$ cat config.mk
export PLATFORM = sky130hd
export DESIGN_NAME = isp_front_flat
export DESIGN_NICKNAME = d
export VERILOG_FILES = /design/src/rtl/isp_pkg.sv /design/src/rtl/isp_if.sv /design/src/rtl/isp_front.sv /design/src/flat_wrapper.sv
export SDC_FILE = /design/constraint.sdc
export NUM_CORES = 1
export LEC_CHECK = 0
export BUFFER_PORTS_ARGS = -buffer_cell sky130_fd_sc_hd__buf_2
export CAP_MARGIN = 20
export CORE_UTILIZATION = 40
export DETAILED_ROUTE_END_ITERATION = 8
export GPL_ROUTABILITY_DRIVEN = 0
export PLACE_DENSITY = 0.67
export SYNTH_ARGS = -nofsm -noshare
export SYNTH_HDL_FRONTEND = slang
export SYNTH_SLANG_ARGS = --single-unit
$ cat constraint.sdc
create_clock -name clock -period 8.96 [get_ports clock]
set_input_delay 1.344 -clock clock [delete_from_list [all_inputs] [get_ports clock]]
set_output_delay 1.344 -clock clock [all_outputs]
set_load 0.02 [all_outputs]
$ cat src/rtl/isp_pkg.sv
`timescale 1ns / 1ps

package isp_pkg;

   localparam int OUT_CHANNELS = 4;
   localparam int CH_W         = 2;
   localparam int FRAME_W      = 16;
   localparam int FRAME_EXT_W  = 18;
   localparam int SAMPLE_W     = 16;
   localparam int SPEED_W      = 20;
   localparam int SPEED_FRAC   = 16;
   localparam int CCNT_W       = 3;
   localparam int MODE_W       = 3;
   localparam int CSR_INDEX_W  = 3;
   localparam int CSR_DATA_W   = 20;

   localparam logic [MODE_W-1:0] MODE_LOAD     = 3'd0;
   localparam logic [MODE_W-1:0] MODE_TICK     = 3'd1;
   localparam logic [MODE_W-1:0] MODE_RESTART  = 3'd2;
   localparam logic [MODE_W-1:0] MODE_SET_PLAY = 3'd3;
   localparam logic [MODE_W-1:0] MODE_SET_POS  = 3'd4;

   localparam logic [CSR_INDEX_W-1:0] CSR_SPEED         = 3'd0;
   localparam logic [CSR_INDEX_W-1:0] CSR_LOOP_ENABLE   = 3'd1;
   localparam logic [CSR_INDEX_W-1:0] CSR_START_FRAME   = 3'd2;
   localparam logic [CSR_INDEX_W-1:0] CSR_LAST_FRAME    = 3'd3;
   localparam logic [CSR_INDEX_W-1:0] CSR_CHANNEL_COUNT = 3'd4;

   localparam logic signed [SPEED_W-1:0] SPEED_RESET = 20'sd65536;
   localparam logic [CCNT_W-1:0]         CCNT_RESET  = 3'd1;

   typedef enum logic [2:0] {
      OP_LOAD,
      OP_TICK,
      OP_RESTART,
      OP_SET_PLAY,
      OP_SET_POS
   } op_type;

   typedef struct packed {
      op_type                     op;
      logic [FRAME_W-1:0]         word_address;
      logic signed [SAMPLE_W-1:0] word_value;
      logic                       play_flag;
      logic [FRAME_W-1:0]         new_position;
   } entry_type;

   typedef struct packed {
      logic signed [SPEED_W-1:0] speed;
      logic                      loop_enable;
      logic [FRAME_W-1:0]        start_frame;
      logic [FRAME_W-1:0]        last_frame;
      logic [CCNT_W-1:0]         channel_count;
   } cfg_type;

endpackage

$ cat src/rtl/isp_if.sv
`timescale 1ns / 1ps

interface isp_req_if;
   logic        valid;
   logic        ready;
   logic [2:0]  mode;
   logic [15:0] word_address;
   logic signed [15:0] word_value;
   logic        play_flag;
   logic [15:0] new_position;

   modport source (output valid, mode, word_address, word_value, play_flag, new_position,
                   input ready);
   modport sink (input valid, mode, word_address, word_value, play_flag, new_position,
                 output ready);
endinterface


$ cat src/rtl/isp_front.sv
`timescale 1ns / 1ps

module isp_front (
   input  logic               clock,
   input  logic               reset,
   isp_req_if.sink            req_chan,
   output logic               head_valid,
   output isp_pkg::entry_type head_entry,
   input  logic               head_pop
);

   localparam logic [1:0] DEPTH = 2'd2;

   isp_pkg::entry_type slot_ff [2];
   isp_pkg::entry_type dec;
   logic       wr_ptr_ff, wr_ptr_in;
   logic       rd_ptr_ff, rd_ptr_in;
   logic [1:0] count_ff, count_in;
   logic       known;
   logic       push;

   // classify the incoming transaction
   always_comb begin
      dec.word_address = req_chan.word_address;
      dec.word_value   = req_chan.word_value;
      dec.play_flag    = req_chan.play_flag;
      dec.new_position = req_chan.new_position;
      known            = 1'b1;
      unique case (req_chan.mode)
         isp_pkg::MODE_LOAD:     dec.op = isp_pkg::OP_LOAD;
         isp_pkg::MODE_TICK:     dec.op = isp_pkg::OP_TICK;
         isp_pkg::MODE_RESTART:  dec.op = isp_pkg::OP_RESTART;
         isp_pkg::MODE_SET_PLAY: dec.op = isp_pkg::OP_SET_PLAY;
         isp_pkg::MODE_SET_POS:  dec.op = isp_pkg::OP_SET_POS;
         default: begin
            dec.op = isp_pkg::OP_TICK;
            known  = 1'b0;
         end
      endcase
   end

   assign req_chan.ready = (count_ff != DEPTH);
   assign push           = req_chan.valid && req_chan.ready && known;
   assign head_valid     = (count_ff != 2'd0);
   assign head_entry     = slot_ff[rd_ptr_ff];

   always_comb begin
      wr_ptr_in = push ? ~wr_ptr_ff : wr_ptr_ff;
      rd_ptr_in = head_pop ? ~rd_ptr_ff : rd_ptr_ff;
      count_in  = count_ff + 2'(push) - 2'(head_pop);
   end

   always_ff @(posedge clock) begin
      if (reset) begin
         wr_ptr_ff <= 1'b0;
         rd_ptr_ff <= 1'b0;
         count_ff  <= 2'd0;
      end else begin
         wr_ptr_ff <= wr_ptr_in;
         rd_ptr_ff <= rd_ptr_in;
         count_ff  <= count_in;
      end
   end

   always_ff @(posedge clock) begin
      if (push) begin
         slot_ff[wr_ptr_ff] <= dec;
      end
   end

endmodule

$ cat src/flat_wrapper.sv
// flat-port wrapper written by rule: the top's interface ports become plain ports
module isp_front_flat 
  (clock, reset, head_valid, head_entry, head_pop, req_chan_valid, req_chan_mode, req_chan_word_address, req_chan_word_value, req_chan_play_flag, req_chan_new_position, req_chan_ready);
  isp_req_if req_chan_i ();
  input  logic clock;
  input  logic reset;
  output logic head_valid;
  output isp_pkg::entry_type head_entry;
  input  logic head_pop;
  input wire logic [$bits(req_chan_i.valid)-1:0] req_chan_valid;
  input wire logic [$bits(req_chan_i.mode)-1:0] req_chan_mode;
  input wire logic [$bits(req_chan_i.word_address)-1:0] req_chan_word_address;
  input wire logic [$bits(req_chan_i.word_value)-1:0] req_chan_word_value;
  input wire logic [$bits(req_chan_i.play_flag)-1:0] req_chan_play_flag;
  input wire logic [$bits(req_chan_i.new_position)-1:0] req_chan_new_position;
  output wire logic [$bits(req_chan_i.ready)-1:0] req_chan_ready;
  assign req_chan_i.valid = req_chan_valid;
  assign req_chan_i.mode = req_chan_mode;
  assign req_chan_i.word_address = req_chan_word_address;
  assign req_chan_i.word_value = req_chan_word_value;
  assign req_chan_i.play_flag = req_chan_play_flag;
  assign req_chan_i.new_position = req_chan_new_position;
  assign req_chan_ready = req_chan_i.ready;
  isp_front u_core (.clock(clock), .reset(reset), .req_chan(req_chan_i), .head_valid(head_valid), .head_entry(head_entry), .head_pop(head_pop));
endmodule
==> impl_metrics.csv <==
group,metric,value,unit
clock_tree,clock_latency,0.36,ns
pwr,ir_worst_vdd,0.0873,mV
timing,fin_crit_sh,35.7,%
logic_synthesis,synth_cell_type_count,20,
detailed_routing,num_vias,2054,
layout,layout_commonest_cell,"buf_2",
pwr,p_total,1.15,mW
floorplanning,die-area,0.0105,mm^2
timing,rsz0062_at_grt,"no",
critical_path,crit_path_end_kind,"primary output",
clock_tree,htree_levels,3,
detailed_routing,vias_per_cell,4.62,
timing,fin_hold_ws,0.530,ns
clock_tree,clkTransAtPathRegs,0.09,ns
global_route,grt-ovfl-total,0,
timing,final-setup-viol-count,0,
critical_path,startpoint_type,"flop",
timing,clock.fmax,313,MHz
timing,timing.final.max_slew_violations,0,
layout,syn_to_final_growth,23.0,%
critical_path,cp.arrival,1.85,ns
clock_tree,hold_buffers,0,
logic_synthesis,synth_nets,248,
timing,finClkSkew,0.00759,ns
timing,hold_viol,0,
detailed_routing,post_drt_wl_per_cell,14.9,um
layout,fillers,840,
logic_synthesis,synth-seq-area-share,79.8,%
timing,final.setup.tns,0,ns
logic_synthesis,syn_area,0.00404,mm^2
pwr,p_leak,1.84,nW
floorplanning,fp-row-count,36,
layout,layout-drive-gt1-share,58.3,%
critical_path,crit_required,7.62,ns
critical_path,path_buf_inv,2,
floorplanning,fp.dieH,103,um
logic_synthesis,ys_ff_latch,109,
layout,diodes,0,
global_route,grt_pass1_wl,9700,um
critical_path,crit_fanout,52,
critical_path,worstSetupPathType,"flop to primary output",
floorplanning,die_w,103,um
placement,io_buffers,109,
detailed_routing,drc,0,
global_route,grt.total_usage,13.0,%
timing,worst_pin_slew,0.705,ns
clock_tree,post-cts-setup-buffer-count,0,
status,status,"finished, final reports clean",
floorplanning,core_area,0.00977,mm^2
global_route,antenna_found_initial,0,
clock_tree,cts_buffers,9,
layout,mostFrequentLayoutCells,"buf_2 (109), edfxtp_1 (104), mux2_2 (47), clkbuf_8 (10), mux2_1 (5)",
global_route,first_global_vias,2037,
detailed_routing,firstDrtPassIters,4,
clock_tree,cts_buffer_depth,2,
critical_path,crit_slowest_cell,"buf_4",
critical_path,path_cells,"buf_4 -> mux2_2 -> buf_2",
detailed_routing,drt_iter0_drc,51,
critical_path,max_stage_delay,0.54,ns
timing,period_needed,3.19,ns
logic_synthesis,syn_inst,190,
layout,nets,365,
floorplanning,initial_core_util,41.3,%
pwr,powerDensity,232,mW/mm^2
run,drv_cap,0,
timing,relSlewSlack,52.9,%
logic_synthesis,avgSynthCellArea,21.3,um^2
detailed_routing,routed_wl,6620,um
clock_tree,clockRootBuffer,"clkbuf_8",
detailed_routing,drtAntennaViolNets,0,
clock_tree,post_cts_resized,0,
global_route,grt_max_degree,53,
hold_path,hp-class,"flop to flop",
placement,dpl.hpwl,4200,um
critical_path,crit_family,"buffers and inverters",
logic_synthesis,yosysWarnings,0,
clock_tree,numClockSinks,109,
floorplanning,ios,110,
clock_tree,tritoncts,"done",
kinds of logic (layout without fill, tap and decap cells):
kind of cell,Yosys count,after routing,synth area share (%)
AOI/OAI and AO/OA,2,2,0.310
xor gates and xnor gates,3,3,0.650
adders and majority gates,2,2,0.619
buffers and inverters,8,130,1.70
DFF,109,109,79.8
muxes,53,53,14.9
and+or+nand+nor,13,13,2.11
worst reg2reg max path, stage by stage, from the launching register on:
cell and delay, ns:
dfxtp_1 0.36, nand2b_4 0.13, and3_4 0.20, nor2b_4 0.61
buf_4 0.50
worst paths after layout:
check | from | to | slack [ns] | depth (start not counted)
worst min register to register | u_core.rd_ptr_ff$_SDFFE_PP0P_ | u_core.rd_ptr_ff$_SDFFE_PP0P_ | 0.53 | 2
worst max-delay path | flop | head_entry[21] | 5.77 | 3
worst min-delay path | u_core.rd_ptr_ff$_SDFFE_PP0P_ | u_core.rd_ptr_ff$_SDFFE_PP0P_ | 0.53 | 2
worst max register to register | u_core.count_ff[0]$_SDFF_PP0_ | u_core.slot_ff[0][25]$_DFFE_PP_ | 6.80 | 4
through the flow:
step | worst slack (ns) | util [%] | instances | instance area (um^2)
detailed placement | 5.59 | 48.3 | 429 | 4720
global route | 5.66 | 50.9 | 445 | 4970
CTS | 5.71 | 50.9 | 445 | 4970
global placement | 5.64 | 48.3 | 429 | 4720
finish | 5.77 | 50.9 | 445 | 4970
floorplan | 4.48 | - | 190 | 4040
sequential cells by signal (all words and copies together) (netlist names), named ones only:
register,cells
u_core.slot_ff,104
u_core.count_ff,2
u_core.rd_ptr_ff,1
u_core.wr_ptr_ff,1
metal layers:
| layer | vias to the layer above | part of all wire (%) | global-route usage, % |
|---|---|---|---|
| met4 | 0 | 2.0 | 7.03 |
| met3 | 10 | 5.9 | 4.54 |
| met1 | 1013 | 43 | 14.9 |
| met5 | - | 0 | 0 |
| met2 | 64 | 49 | 21.5 |
| li1 | 967 | - | - |
power breakdown:
group | switching (mW) | leakage, nW | internal [mW]
Sequential | 0.0114 | 0.998 | 0.608
Clock | 0.156 | 0.119 | 0.193
Combinational | 0.111 | 0.727 | 0.0757
Total | 0.279 | 1.84 | 0.876
synth_stat cells:
library cell  instances  area, um^2
nor2_1                4        15.0
and3_4                1        11.3
edfxtp_1            104        3120
mux2_4                1        15.0
or2_2                 1        6.26
xnor2_1               2        17.5
nor3b_1               1        7.51
buf_6                 5        56.3
mux2_2               47         529
o21ai_1               1        5.00
xor2_1                1        8.76
mux2_1                5        56.3
a21o_1                1        7.51
and2_1                1        6.26
nor2b_1               4        25.0
dfxtp_1               5         100
buf_2                 1        5.00
ha_1                  2        25.0
nand2b_4              1        13.8
inv_1                 2        7.51
cell type report:
cell class	instances	area, um^2	share of cell area, %
repair buffers	112	568	11.4
inverters	2	7.51	0.151
clock inverters	6	110	2.21
multi-input cells	73	758	15.2
flip-flops and latches	109	3220	64.8
well taps	133	166	3.35
clock buffers	10	138	2.77
(Power assumes the default switching activity.)
